## src/mcsd_pkg.sv

```systemverilog
package mcsd_pkg;

   typedef enum logic [3:0] {
      PH_TYPE,
      PH_SIZE,
      PH_PAL,
      PH_PALPAD,
      PH_SND,
      PH_IMG_Y0,
      PH_IMG_Y1,
      PH_IMG_X,
      PH_IMG_N,
      PH_IMG_COPY
   } phase_type;

   typedef enum logic [2:0] {
      KIND_PALETTE = 3'd0,
      KIND_PIXEL   = 3'd1,
      KIND_SOUND   = 3'd2,
      KIND_FRAME   = 3'd3,
      KIND_SERVE   = 3'd4
   } kind_type;

   localparam int unsigned CHUNK_PALETTE = 0;
   localparam int unsigned CHUNK_SOUND   = 1;
   localparam int unsigned CHUNK_IMAGE   = 2;
   localparam int unsigned CHUNK_DONE    = 3;
   localparam int unsigned CHUNK_OTHER   = 4;

   localparam logic [9:0] PAL_LAST     = 10'd767;
   localparam int unsigned QUEUE_DEPTH = 4;
   localparam int unsigned QPTR_W      = $clog2(QUEUE_DEPTH);

   localparam logic CSR_OVERSCAN = 1'b0;
   localparam logic CSR_STRIDE   = 1'b1;

   // one queued command: a single result, or the four overscan pixel writes
   typedef struct packed {
      kind_type    kind;
      logic [15:0] address;
      logic [7:0]  value;
      logic        pad;
   } cmd_type;

endpackage

```

## src/mcsd_front.sv

```systemverilog
module mcsd_front
   import mcsd_pkg::*;
#(
   parameter int unsigned RING_BYTES  = 22050,
   parameter int unsigned SERVE_BYTES = 2205,
   parameter int unsigned FRAME_BYTES = 64000
) (
   input  logic       clock,
   input  logic       reset,
   input  logic       take,
   input  logic       action,
   input  logic [7:0] data_byte,
   input  logic [7:0] overscan_index,
   input  logic [9:0] row_stride,
   output logic       cmd_valid,
   output cmd_type    cmd
);

   localparam logic [14:0] RING_LAST  = 15'(RING_BYTES - 1);
   localparam logic [15:0] RING_W     = 16'(RING_BYTES);
   localparam logic [15:0] SERVE_STEP = 16'(SERVE_BYTES % RING_BYTES);
   localparam logic [31:0] RING_32    = 32'(RING_BYTES);
   localparam logic [31:0] SERVE_32   = 32'(SERVE_BYTES);
   localparam logic [26:0] FRAME_27   = 27'(FRAME_BYTES);

   phase_type          phase_ff, phase_in;
   logic [2:0]         type_ff, type_in;
   logic signed [32:0] size_ff, size_in;
   logic [9:0]         idx_ff, idx_in;
   logic [26:0]        pp_ff, pp_in;
   logic [7:0]         run_ff, run_in;
   logic [14:0]        wptr_ff, wptr_in;
   logic [14:0]        rptr_ff, rptr_in;
   logic [31:0]        stored_ff, stored_in;
   logic [31:0]        served_ff, served_in;
   logic               accept_ff, accept_in;

   logic [32:0]        size_full;
   logic signed [32:0] size_m1, size_m2;
   logic [15:0]        rsum;
   logic [7:0]         tnorm;

   always_comb begin
      size_full = size_ff;
      case (idx_ff[1:0])
         2'd0: size_full[7:0]   = data_byte;
         2'd1: size_full[15:8]  = data_byte;
         2'd2: size_full[23:16] = data_byte;
         default: size_full[31:24] = data_byte;
      endcase
      size_m1 = size_ff - 33'sd1;
      size_m2 = size_ff - 33'sd2;
      rsum    = {1'b0, rptr_ff} + SERVE_STEP;
      tnorm   = data_byte - 8'd1;
   end

   // next phase
   always_comb begin
      phase_in = phase_ff;
      if (!action) begin
         case (phase_ff)
            PH_TYPE: phase_in = PH_SIZE;
            PH_SIZE: begin
               if (idx_ff[1:0] == 2'd3) begin
                  phase_in = PH_TYPE;
                  case (type_ff)
                     3'(CHUNK_PALETTE): phase_in = PH_PAL;
                     3'(CHUNK_SOUND):
                        if (size_full[31:0] != 32'd0) phase_in = PH_SND;
                     3'(CHUNK_IMAGE):
                        if (size_full[31:0] != 32'd0) phase_in = PH_IMG_Y0;
                     default: phase_in = PH_TYPE;
                  endcase
               end
            end
            PH_PAL:    if (idx_ff == PAL_LAST) phase_in = PH_PALPAD;
            PH_PALPAD: phase_in = PH_TYPE;
            PH_SND:    if (size_m1 <= 33'sd0) phase_in = PH_TYPE;
            PH_IMG_Y0: phase_in = PH_IMG_Y1;
            PH_IMG_Y1: phase_in = (size_m2 > 33'sd0) ? PH_IMG_X : PH_TYPE;
            PH_IMG_X:  phase_in = PH_IMG_N;
            PH_IMG_N: begin
               if (data_byte != 8'd0) phase_in = PH_IMG_COPY;
               else phase_in = (size_m2 > 33'sd0) ? PH_IMG_X : PH_TYPE;
            end
            PH_IMG_COPY:
               if (run_ff == 8'd1) phase_in = (size_m1 > 33'sd0) ? PH_IMG_X : PH_TYPE;
            default: phase_in = PH_TYPE;
         endcase
      end
   end

   // datapath and commands
   always_comb begin
      type_in   = type_ff;
      size_in   = size_ff;
      idx_in    = idx_ff;
      pp_in     = pp_ff;
      run_in    = run_ff;
      wptr_in   = wptr_ff;
      rptr_in   = rptr_ff;
      stored_in = stored_ff;
      served_in = served_ff;
      accept_in = accept_ff;
      cmd_valid = 1'b0;
      cmd       = '{kind: KIND_PALETTE, address: 16'd0, value: 8'd0, pad: 1'b0};
      if (action) begin
         cmd_valid   = 1'b1;
         cmd.kind    = KIND_SERVE;
         cmd.address = {1'b0, rptr_ff};
         rptr_in     = (rsum >= RING_W) ? 15'(rsum - RING_W) : rsum[14:0];
         served_in   = served_ff + SERVE_32;
      end else begin
         case (phase_ff)
            PH_TYPE: begin
               type_in = (tnorm > 8'd3) ? 3'(CHUNK_OTHER) : tnorm[2:0];
               idx_in  = 10'd0;
               size_in = 33'sd0;
            end
            PH_SIZE: begin
               size_in = size_full;
               idx_in  = idx_ff + 10'd1;
               if (idx_ff[1:0] == 2'd3) begin
                  idx_in = 10'd0;
                  case (type_ff)
                     3'(CHUNK_SOUND): accept_in = (stored_ff - served_ff) < RING_32;
                     3'(CHUNK_IMAGE): size_in = {size_full[31], size_full[31:0]};
                     3'(CHUNK_DONE): begin
                        cmd_valid = 1'b1;
                        cmd.kind  = KIND_FRAME;
                     end
                     default: ;
                  endcase
               end
            end
            PH_PAL: begin
               cmd_valid   = 1'b1;
               cmd.kind    = KIND_PALETTE;
               cmd.address = {6'd0, idx_ff};
               cmd.value   = {data_byte[5:0], 2'b00};
               idx_in      = idx_ff + 10'd1;
            end
            PH_PALPAD: begin
               cmd_valid = 1'b1;
               cmd.kind  = KIND_PIXEL;
               cmd.value = overscan_index;
               cmd.pad   = 1'b1;
            end
            PH_SND: begin
               if (accept_ff) begin
                  cmd_valid   = 1'b1;
                  cmd.kind    = KIND_SOUND;
                  cmd.address = {1'b0, wptr_ff};
                  cmd.value   = data_byte;
                  stored_in   = stored_ff + 32'd1;
                  wptr_in     = (wptr_ff == RING_LAST) ? 15'd0 : wptr_ff + 15'd1;
               end
               size_in = size_m1;
            end
            PH_IMG_Y0: pp_in = {19'd0, data_byte};
            PH_IMG_Y1: begin
               pp_in   = {11'd0, data_byte, pp_ff[7:0]} * {17'd0, row_stride};
               size_in = size_m2;
            end
            PH_IMG_X: pp_in = pp_ff + {19'd0, data_byte};
            PH_IMG_N: begin
               run_in  = data_byte;
               size_in = size_m2;
            end
            PH_IMG_COPY: begin
               if (pp_ff < FRAME_27) begin
                  cmd_valid   = 1'b1;
                  cmd.kind    = KIND_PIXEL;
                  cmd.address = pp_ff[15:0];
                  cmd.value   = data_byte;
               end
               pp_in   = pp_ff + 27'd1;
               size_in = size_m1;
               run_in  = run_ff - 8'd1;
            end
            default: ;
         endcase
      end
      cmd_valid = cmd_valid & take;
   end

   always_ff @(posedge clock) begin
      if (reset) begin
         phase_ff  <= PH_TYPE;
         type_ff   <= 3'd0;
         size_ff   <= 33'sd0;
         idx_ff    <= 10'd0;
         pp_ff     <= 27'd0;
         run_ff    <= 8'd0;
         wptr_ff   <= 15'd0;
         rptr_ff   <= 15'd0;
         stored_ff <= 32'd0;
         served_ff <= 32'd0;
         accept_ff <= 1'b0;
      end else if (take) begin
         phase_ff  <= phase_in;
         type_ff   <= type_in;
         size_ff   <= size_in;
         idx_ff    <= idx_in;
         pp_ff     <= pp_in;
         run_ff    <= run_in;
         wptr_ff   <= wptr_in;
         rptr_ff   <= rptr_in;
         stored_ff <= stored_in;
         served_ff <= served_in;
         accept_ff <= accept_in;
      end
   end

endmodule

```

## src/mcsd_queue.sv

```systemverilog
module mcsd_queue
   import mcsd_pkg::*;
(
   input  logic    clock,
   input  logic    reset,
   input  logic    push,
   input  cmd_type push_cmd,
   input  logic    pop,
   output logic    full,
   output logic    not_empty,
   output cmd_type head
);

   cmd_type             mem [QUEUE_DEPTH];
   logic [QPTR_W-1:0]   wr_ff, rd_ff;
   logic [QPTR_W:0]     count_ff;

   assign full      = (count_ff == (QPTR_W+1)'(QUEUE_DEPTH));
   assign not_empty = (count_ff != '0);
   assign head      = mem[rd_ff];

   always_ff @(posedge clock) begin
      if (push) mem[wr_ff] <= push_cmd;
   end

   always_ff @(posedge clock) begin
      if (reset) begin
         wr_ff    <= '0;
         rd_ff    <= '0;
         count_ff <= '0;
      end else begin
         if (push) wr_ff <= wr_ff + 1'b1;
         if (pop) rd_ff <= rd_ff + 1'b1;
         count_ff <= count_ff + (QPTR_W+1)'(push) - (QPTR_W+1)'(pop);
      end
   end

endmodule

```

## src/mcsd_back.sv

```systemverilog
module mcsd_back
   import mcsd_pkg::*;
(
   input  logic        clock,
   input  logic        reset,
   input  logic        head_valid,
   input  cmd_type     head,
   output logic        pop,
   output logic        rsp_tvalid,
   input  logic        rsp_tready,
   output logic [23:0] rsp_tdata,
   output logic [2:0]  rsp_tuser,
   output logic        rsp_tlast
);

   logic [1:0]  pad_ff;
   logic        valid_ff;
   kind_type    kind_ff;
   logic [15:0] addr_ff;
   logic [7:0]  value_ff;
   logic        last_ff;
   logic        load;
   logic        pad_end;

   assign load    = head_valid && (!valid_ff || rsp_tready);
   assign pad_end = (pad_ff == 2'd3);
   assign pop     = load && (!head.pad || pad_end);

   always_ff @(posedge clock) begin
      if (reset) begin
         valid_ff <= 1'b0;
         pad_ff   <= 2'd0;
      end else begin
         if (load) valid_ff <= 1'b1;
         else if (rsp_tready) valid_ff <= 1'b0;
         if (load && head.pad) pad_ff <= pad_ff + 2'd1;
      end
   end

   always_ff @(posedge clock) begin
      if (load) begin
         kind_ff  <= head.kind;
         addr_ff  <= head.pad ? {14'd0, pad_ff} : head.address;
         value_ff <= head.value;
         last_ff  <= !head.pad || pad_end;
      end
   end

   assign rsp_tvalid = valid_ff;
   assign rsp_tdata  = {value_ff, addr_ff};
   assign rsp_tuser  = kind_ff;
   assign rsp_tlast  = last_ff;

endmodule

```

## src/movie_chunk_stream_decoder_core.sv

```systemverilog
// path: a result goes through the result queue and output register to rsp
// throughput: one byte or serve request per cycle while the queue is not
// full; the byte that ends a palette gives four pixel writes, sent one
// per cycle from the result queue while rsp is ready
// reset: synchronous, active high; parser, ring pointers, counters and
// queue clear, registers return to overscan 0 and stride 200
module movie_chunk_stream_decoder_core
   import mcsd_pkg::*;
#(
   parameter int unsigned RING_BYTES  = 22050,
   parameter int unsigned SERVE_BYTES = 2205,
   parameter int unsigned FRAME_BYTES = 64000
) (
   input  logic        clock,
   input  logic        reset,
   input  logic        req_tvalid,
   output logic        req_tready,
   input  logic [7:0]  req_tdata,   // data_byte
   input  logic        req_tuser,   // action
   output logic        rsp_tvalid,
   input  logic        rsp_tready,
   output logic [23:0] rsp_tdata,   // address[15:0], value[23:16]
   output logic [2:0]  rsp_tuser,   // kind
   output logic        rsp_tlast,   // last
   input  logic        csr_we,
   input  logic        csr_addr,
   input  logic [9:0]  csr_wdata
);

   logic [7:0] overscan_ff;
   logic [9:0] stride_ff;
   logic       take, cmd_valid, full, not_empty, pop;
   cmd_type    cmd, head;

   always_ff @(posedge clock) begin
      if (reset) begin
         overscan_ff <= 8'd0;
         stride_ff   <= 10'd200;
      end else if (csr_we) begin
         if (csr_addr == CSR_OVERSCAN) overscan_ff <= csr_wdata[7:0];
         if (csr_addr == CSR_STRIDE) stride_ff <= csr_wdata;
      end
   end

   assign req_tready = !full;
   assign take       = req_tvalid && req_tready;

   mcsd_front #(
      .RING_BYTES (RING_BYTES),
      .SERVE_BYTES(SERVE_BYTES),
      .FRAME_BYTES(FRAME_BYTES)
   ) u_front (
      .clock         (clock),
      .reset         (reset),
      .take          (take),
      .action        (req_tuser),
      .data_byte     (req_tdata),
      .overscan_index(overscan_ff),
      .row_stride    (stride_ff),
      .cmd_valid     (cmd_valid),
      .cmd           (cmd)
   );

   mcsd_queue u_queue (
      .clock    (clock),
      .reset    (reset),
      .push     (cmd_valid),
      .push_cmd (cmd),
      .pop      (pop),
      .full     (full),
      .not_empty(not_empty),
      .head     (head)
   );

   mcsd_back u_back (
      .clock     (clock),
      .reset     (reset),
      .head_valid(not_empty),
      .head      (head),
      .pop       (pop),
      .rsp_tvalid(rsp_tvalid),
      .rsp_tready(rsp_tready),
      .rsp_tdata (rsp_tdata),
      .rsp_tuser (rsp_tuser),
      .rsp_tlast (rsp_tlast)
   );

   // only the overscan writes can be a non-last result
   a_last: assert property (@(posedge clock) disable iff (reset)
      rsp_tvalid && !rsp_tlast |-> rsp_tuser == KIND_PIXEL && rsp_tdata[15:2] == 14'd0)
      else $error("non-last result outside overscan writes");

   a_frame: assert property (@(posedge clock) disable iff (reset)
      rsp_tvalid && rsp_tuser == KIND_FRAME |-> rsp_tdata == 24'd0)
      else $error("frame done with nonzero payload");

   a_pop: assert property (@(posedge clock) disable iff (reset)
      pop |-> not_empty)
      else $error("queue popped while empty");

endmodule
```

## config.mk

```make
export PLATFORM = sky130hd
export DESIGN_NAME = movie_chunk_stream_decoder_core
export DESIGN_NICKNAME = d
export VERILOG_FILES = /design/src/mcsd_pkg.sv /design/src/mcsd_front.sv /design/src/mcsd_queue.sv /design/src/mcsd_back.sv /design/src/movie_chunk_stream_decoder_core.sv
export SDC_FILE = /design/constraint.sdc
export NUM_CORES = 1
export LEC_CHECK = 0
export BUFFER_PORTS_ARGS = -buffer_cell sky130_fd_sc_hd__buf_2
export CORE_MARGIN = 3
export CORE_UTILIZATION = 60
export DETAILED_ROUTE_END_ITERATION = 8
export GPL_TIMING_DRIVEN = 0
export PLACE_DENSITY = 0.81
export SYNTH_ARGS = -nofsm -noshare
export SYNTH_HDL_FRONTEND = slang
export SYNTH_SLANG_ARGS = --single-unit
```

## constraint.sdc

```tcl
create_clock -name clock -period 20.5 [get_ports clock]
set_clock_uncertainty 0.15 [all_clocks]
set_input_delay 4.1 -clock clock [delete_from_list [all_inputs] [get_ports clock]]
set_output_delay 4.1 -clock clock [all_outputs]
set_load 0.05 [all_outputs]
```

==> flow_summary.yaml, run 1 <==
run_status:
  outcome: "complete, no violations"
grt:
  grt_pass1_wl_um: 127200
  grt_pass1_vias: 23250
  antenna_found_initial: 1
  track_usage_pct: 34.53
  grt_max_degree: 31
  gr-total-overflow: 0
clocking:
  cts_num_sinks: 350
  clock_path_buffers: 3
  clk_latency_ps: 570
  cts_tree: "yes"
  cts_setup_buffers: 0
  cts_made_buffers: 39
  htreeDepth: 2
  clk_pin_slew_worst_paths_ps: 60
  holdBufCountCts: 0
  ctsRootBufferMaster: "clkbuf_16"
  cts_resized: 0
timing:
  holdWs_ps: 363.3
  max_freq_mhz: 97.73
  hold_viol: 0
  finalCriticalPeriod_ps: 10230
  rsz0062_at_grt: "no"
  finalSetupViolations: 0
  fin_setup_tns_ps: 0
  timing.final.crit_share_pct: 49.91
  worst_pin_slew_ps: 1223
  maxSlewHeadroom_pct: 17.95
  finalMaxSlewViolations: 0
power_and_ir_drop:
  max-vdd-ir-drop_mv: 0.09889
  leakage_nw: 11.45
  p_per_area_nw_per_um2: 97.08
placement:
  dp.final_hpwl_um: 59380
  place_congestion: 0.9833
  port-buffer-count: 53
  dpl.cell_count: 3635
drt:
  drc: 0
  dr_total_vias: 23760
  highest_layer: "met4"
  wl_met2_um: 37690
  dr.pass1.iters: 9
  wl_met1_um: 32110
  dr.first_iter.drc_count: 2727
  wirelength_um: 81190
  wire_per_inst_um: 21.91
  wl_met3_um: 7492
  vias_per_cell: 6.412
  final_antenna_net_count: 0
logic_synthesis:
  synth_flop_cell: "dfxtp_1"
  synth_edf_count: 140
  ys_ff_latch: 350
  synth_cells: 3004
  seq_area_frac_synth_pct: 32.33
  async_flop_share_pct: 0
  syn_area_per_cell_um2: 8.657
  yosysWarnings: 0
  syn_area_um2: 26010
  ys_types: 98
  synth_fp_nets: 3269
worst_setup_path:
  cp_common_cell: "fa_1"
  slowest_stage: "clkbuf_1"
  cp_data_required_time_ps: 20810
  startpoint_type: "input pin"
  crit_fanout: 10
  rr_startpoint: "stride_ff[3]$_SDFFE_PP1P_"
  crit_path_cell_trace: "buf_2 > clkbuf_1 > clkbuf_1 > nand2_1 > fa_1 > inv_1 > fa_1 > fa_1 > fa_1 > inv_1 > fa_1 > inv_1 > ha_1 > a21o_1 > a21oi_1 > o21bai_1 > o21ai_0 > nand3_1 > a31o_2 > a21oi_1 > o21a_1 > xnor2_1 > o41ai_1"
  worst-path-buf-inv: 6
  crit_path_max_incr_delay_ps: 650
  crit_arrival_ps: 10550
  setup.worst_path.end_class: "flop"
  path_depth: 23
  reg2reg_slack_ps: 13840
  path_delay_family: "adder cells"
  r2r_cells: 22
  cp-startpoint: "req_tdata[0]"
  path_class: "in2reg"
final_layout:
  fin_util_pct: 66.92
  final_nets: 3364
  mostFrequentLayoutCells: "nor2_1 (330), nand2_1 (279), dfxtp_1 (210)"
  drive_above_1_share_pct: 6.839
  final_common_cell: "nor2_1"
  antenna_cells: 0
  fin_cells: 3706
  area_delta_synth_final_pct: 9.146
job:
  drv_cap: 0
min_path:
  worstHoldPathType: "reg2reg"
  hold_depth: 2
  hp-start: "u_front.served_ff[11]$_SDFFE_PP0P_"
die:
  pin_count: 55
  core_um2: 42420
  die_w_um: 214.2
  start_util_pct: 61.31
  die_h_um: 214.2
  rows: 75
  die_area_um2: 45880
[flip-flops by register name (all words and copies together), names as in the netlist, 3 cells and up, named ones only]
name,flops
u_front.served_ff,32
u_queue.mem,112
u_back.addr_ff,16
overscan_ff,8
u_queue.count_ff,3
u_back.rsp_tuser,3
u_front.rptr_ff,15
u_front.idx_ff,10
stride_ff,10
u_front.wptr_ff,15
u_front.pp_ff,27
u_front.type_ff,3
u_back.value_ff,8
u_front.stored_ff,32
u_front.run_ff,8
u_front.size_ff,33
u_front.phase_ff,4
[cell usage after synthesis, drive strengths merged (10+ instances only)]
master    n  share of area (%)
nand3    75                1.4
o22ai    17               0.41
nand4    39               0.94
a31oi    42                1.0
ha      127                6.1
or3      25               0.60
or2      10               0.24
edfxtp  140                 16
o21ai   172                3.3
nor3b    10               0.31
mux2i    26                1.0
o21bai   10               0.29
fa      113                8.7
o21a     13               0.38
buf      36               0.71
nor2    330                4.8
and2    107                2.6
nor3     65                1.3
nor2b    40               0.96
xor2     68                2.3
a32oi    10               0.34
dfxtp   210                 16
nor4     39                1.0
clkbuf  154                2.2
a21o     40                1.2
o311ai   10               0.37
o211ai   14               0.40
nand2   279                4.0
and3     42                1.0
xnor2    99                3.3
nor4b    12               0.49
a211oi   15               0.43
nand2b   15               0.36
inv     203                2.9
a22o     10               0.34
a22oi    36                1.0
a21oi   181                3.5
mux4     28                2.4
[report_power, final]
| part | internal (W) | switching (W) |
|---|---|---|
| combinational | 0.000389 | 0.000777 |
| sequential | 0.000810 | 0.0000353 |
| clock | 0.000442 | 0.000302 |
[cells by family after synthesis]
kind of cell / count (synthesis) / synth area share, %
compound gates: 672 / 16.60
simple gates: 1125 / 21.23
mux: 56 / 3.512
xor+xnor: 167 / 5.624
buf+inv: 394 / 5.894
fa+ha+maj: 240 / 14.81
flops: 350 / 32.33
[worst paths after layout]
check / end
worst min register to register: u_front.served_ff[11]$_SDFFE_PP0P_
worst max-delay path: u_front.pp_ff[25]$_SDFFE_PP0P_
worst min-delay path: u_front.served_ff[11]$_SDFFE_PP0P_
worst max register to register: u_front.pp_ff[25]$_SDFFE_PP0P_
[worst register-to-register path, cell delays in order, from the launching register on]
cell,delay [ps]
dfxtp_1,300
clkbuf_1,460
clkbuf_1,490
nand2_1,180
fa_1,570
inv_1,60
fa_1,520
fa_1,450
fa_1,570
inv_1,60
fa_1,540
inv_1,40
ha_1,350
a21o_1,210
a21oi_1,150
o21bai_1,100
o21ai_0,230
nand3_1,180
a31o_2,260
a21oi_1,180
o21a_1,150
xnor2_1,120
o41ai_1,240
[per-layer routing]
layer | track usage, % | vias to the layer above
li1 | - | 10780
met3 | 5.597 | 283
met5 | 0 | -
met1 | 44.97 | 11450
met4 | 14.90 | 0
met2 | 57.39 | 1258
[final cells by class]
| class | instances | area [um2] |
|---|---|---|
| Buffer | 190 | 767.0 |
| Sequential cell | 350 | 8408 |
| Clock inverter | 17 | 262.8 |
| Timing Repair Buffer | 54 | 285.3 |
| Clock buffer | 54 | 1092 |
| Multi-Input combinational cell | 2260 | 16080 |
| Tap cell | 577 | 721.9 |
| Fill cell | 3486 | 14030 |
| Inverter | 204 | 765.7 |
[metrics by stage]
| step | area (um2) | power (W) | setup WS, ps |
|---|---|---|---|
| final | 28380 | 0.002756 | 10270 |
| after global routing | 28380 | 0.002886 | 10090 |
| after CTS | 28380 | 0.002741 | 10440 |
| after detailed placement | 27030 | 0.001989 | 9883 |
| after global placement | 26990 | 0.001965 | 9985 |
| after floorplan | 26010 | 0.001683 | 11120 |
Note: power is estimated with default switching activity, not from simulation.
==> inputs of run 2 (changes only) <==
--- a/config.mk
+++ b/config.mk
@@ -5,6 +5,7 @@
 export SDC_FILE = /design/constraint.sdc
 export NUM_CORES = 1
 export LEC_CHECK = 0
+export ABC_AREA = 1
 export BUFFER_PORTS_ARGS = -buffer_cell sky130_fd_sc_hd__buf_2
 export CORE_MARGIN = 3
 export CORE_UTILIZATION = 60
==> constraint.sdc (replaced) <==
create_clock -name clock -period 10.7 [get_ports clock]
set_clock_uncertainty 0.15 [all_clocks]
set_input_delay 2.14 -clock clock [delete_from_list [all_inputs] [get_ports clock]]
set_output_delay 2.14 -clock clock [all_outputs]
set_load 0.05 [all_outputs]
==> flow_summary.yaml, run 2 <==
drt:
  wl_met3_um: 7591
  wire_per_inst_um: 17.50
  wl_met2_um: 35680
  dr.first_iter.drc_count: 2989
  highest_layer: "met4"
  vias_per_cell: 5.795
  final_antenna_net_count: 0
  drc: 0
  dr_total_vias: 26100
  wl_met1_um: 32980
  dr.pass1.iters: 6
  wirelength_um: 78810
final_layout:
  nFillCells: 3812
  largest_reg_flops: 112
  seq_area_um2: 8408
  mostFrequentLayoutCells: "nand2_1 (937), inv_1 (568), nor2_1 (375)"
  drive_above_1_share_pct: 5.564
  top_regs: "u_queue.mem (112), u_front.size_ff (33)"
  finalInstanceArea_um2: 29290
  area_delta_synth_final_pct: 9.107
  final_common_cell: "nand2_1"
  multiInputGateArea_um2: 15790
  regMostFlops: "u_queue.mem"
  final_nets: 4153
clocking:
  cts_setup_buffers: 0
  clk_latency_ps: 590
  cts_made_buffers: 40
  htreeDepth: 2
  cts_num_sinks: 350
  clock_path_buffers: 3
  ctsRootBufferMaster: "clkbuf_16"
  holdBufCountCts: 0
  clk_pin_slew_worst_paths_ps: 50
  cts_resized: 0
  cts_tree: "yes"
logic_synthesis:
  ys_ff_latch: 350
  yosysMostFrequentCell: "nand2_1"
  syn_area_per_cell_um2: 7.074
  synth_cells: 3795
  async_flop_share_pct: 0
  synthTopCellsByCount: "nand2_1 (937), inv_1 (568), nor2_1 (379)"
  synth_edf_count: 140
  ys_types: 59
  seq_area_frac_synth_pct: 31.32
  yosysWarnings: 0
  synth_flop_cell: "dfxtp_1"
  synth_top_area_share_pct: 15.66
  synth_top_cells_by_area: "dfxtp_1 (16%), edfxtp_1 (16%), nand2_1 (13%)"
  yosysTopAreaCell: "dfxtp_1"
  syn_area_um2: 26850
  synth_fp_nets: 4060
grt:
  gr-total-overflow: 0
  grt_max_degree: 29
  grt_pass1_vias: 23890
  grt_pass1_wl_um: 125000
  antenna_found_initial: 1
  track_usage_pct: 32.80
min_path:
  worstHoldPathType: "reg2reg"
worst_setup_path:
  crit_fanout: 10
  cp_data_required_time_ps: 11000
  crit_arrival_ps: 8420
  crit_path_cell_trace: "clkbuf_1 > buf_1 > nand2_1 > fa_1 > inv_1 > fa_1 > fa_1 > fa_1 > inv_1 > fa_1 > inv_1 > ha_1 > nand2_1 > nor2_1 > nand2_1 > o21ai_0 > a21oi_1 > o21ai_0 > a21oi_1 > o21ai_0 > a31oi_1"
  path_class: "in2reg"
  cp_common_cell: "fa_1"
  setup.worst_path.end_class: "flop"
  startpoint_type: "input pin"
  crit_path_max_incr_delay_ps: 790
  slowest_stage: "clkbuf_1"
placement:
  placed_area_um2: 27900
  place_congestion: 1.059
  dp.final_hpwl_um: 58960
  place_ws_ps: 2114
  port-buffer-count: 50
die:
  start_util_pct: 61.51
  core_um2: 43650
  pin_count: 55
  die_area_um2: 47320
  rows: 76
  die_w_um: 217.5
  die_h_um: 217.5
timing:
  hold_viol: 0
  worst_pin_slew_ps: 1335
  timing.final.crit_share_pct: 75.95
  finalCriticalPeriod_ps: 8127
  holdWs_ps: 300.2
  fin_setup_tns_ps: 0
  max_freq_mhz: 123.1
  rsz0062_at_grt: "no"
  worst_slack_ps: 2573
  maxSlewHeadroom_pct: 10.32
  finalSetupViolations: 0
  finalMaxSlewViolations: 0
power_and_ir_drop:
  leakage_nw: 13.67
  p_per_area_nw_per_um2: 158.2
  max-vdd-ir-drop_mv: 0.1936
job:
  drv_cap: 0
run_status:
  outcome: "complete, no violations"
-- run 2: cell types whose count changed after synthesis, moves of 31 or more --
cell / change
nand2_1: +658
inv_1: +365
o21ai_0: +128
and2_1: -106
xnor2_1: -82
nand3_1: +79
a21oi_1: +69
clkbuf_1: -52
nor2_1: +49
and3_1: -41
nor2b_1: -40
a21o_1: -33
a22oi_1: -31
-- run 2: through the flow --
| step | cells | total power [W] | util (%) |
|---|---|---|---|
| 2_1_floorplan | 3795 | 0.002753 | - |
| 3_3_place_gp | 4430 | 0.003124 | 63.76 |
| 3_5_place_dp | 4431 | 0.003163 | 63.91 |
| 4_1_cts | 4503 | 0.004628 | 67.10 |
| 5_1_grt | 4503 | 0.004871 | 67.10 |
| 6_report | 4504 | 0.004635 | 67.11 |
-- run 2: layer usage --
| metal | up-vias | track usage [%] |
|---|---|---|
| met1 | 12000 | 45.48 |
| met3 | 181 | 4.696 |
| li1 | 12600 | - |
| met2 | 1317 | 53.20 |
| met4 | 0 | 10.81 |
| met5 | - | 0 |
-- run 2: final timing paths --
path | start | end | slack [ps] | cells past startpoint
max | req_tdata[2] | u_front.pp_ff[21]$_SDFFE_PP0P_ | 2570 | 21
min | u_front.pp_ff[26]$_SDFFE_PP0P_ | u_front.pp_ff[26]$_SDFFE_PP0P_ | 300 | 1
max reg2reg | stride_ff[5]$_SDFFE_PP0P_ | u_front.pp_ff[21]$_SDFFE_PP0P_ | 4040 | 21
min reg2reg | u_front.pp_ff[26]$_SDFFE_PP0P_ | u_front.pp_ff[26]$_SDFFE_PP0P_ | 300 | 1
-- run 2: area by class of cell --
class	instances	area share (%)
Multi-Input combinational cell	2739	53.91
Sequential cell	350	28.71
Inverter	583	7.471
Clock buffer	53	3.584
Tap cell	585	2.499
Buffer	123	1.704
Clock inverter	19	1.166
Timing Repair Buffer	51	0.9483
Antenna cell	1	0.008543
-- run 2: critical path: cells and delay by family --
| family | cells | cell delay, ps |
|---|---|---|
| adders and majority gates | 6 | 3000 |
| buffers and inverters | 5 | 1460 |
| AOI/OAI and AO/OA | 6 | 1250 |
| and+or+nand+nor | 4 | 550 |
-- run 2: kinds of logic after synthesis --
| group | after synthesis | synth area share, % |
|---|---|---|
| and+or+nand+nor | 1709 | 27.02 |
| buffers and inverters | 706 | 10.01 |
| AOI/OAI and AO/OA | 722 | 15.09 |
| DFF | 350 | 31.32 |
| adders and majority gates | 240 | 14.35 |
| xor gates and xnor gates | 68 | 2.218 |
-- run 2: report_power, final --
part,internal (W),total (W),switching [W]
Combinational,0.000459,0.00160,0.00114
Clock,0.000871,0.00146,0.000589
Sequential,0.00153,0.00158,0.0000443
Total,0.00286,0.00463,0.00177
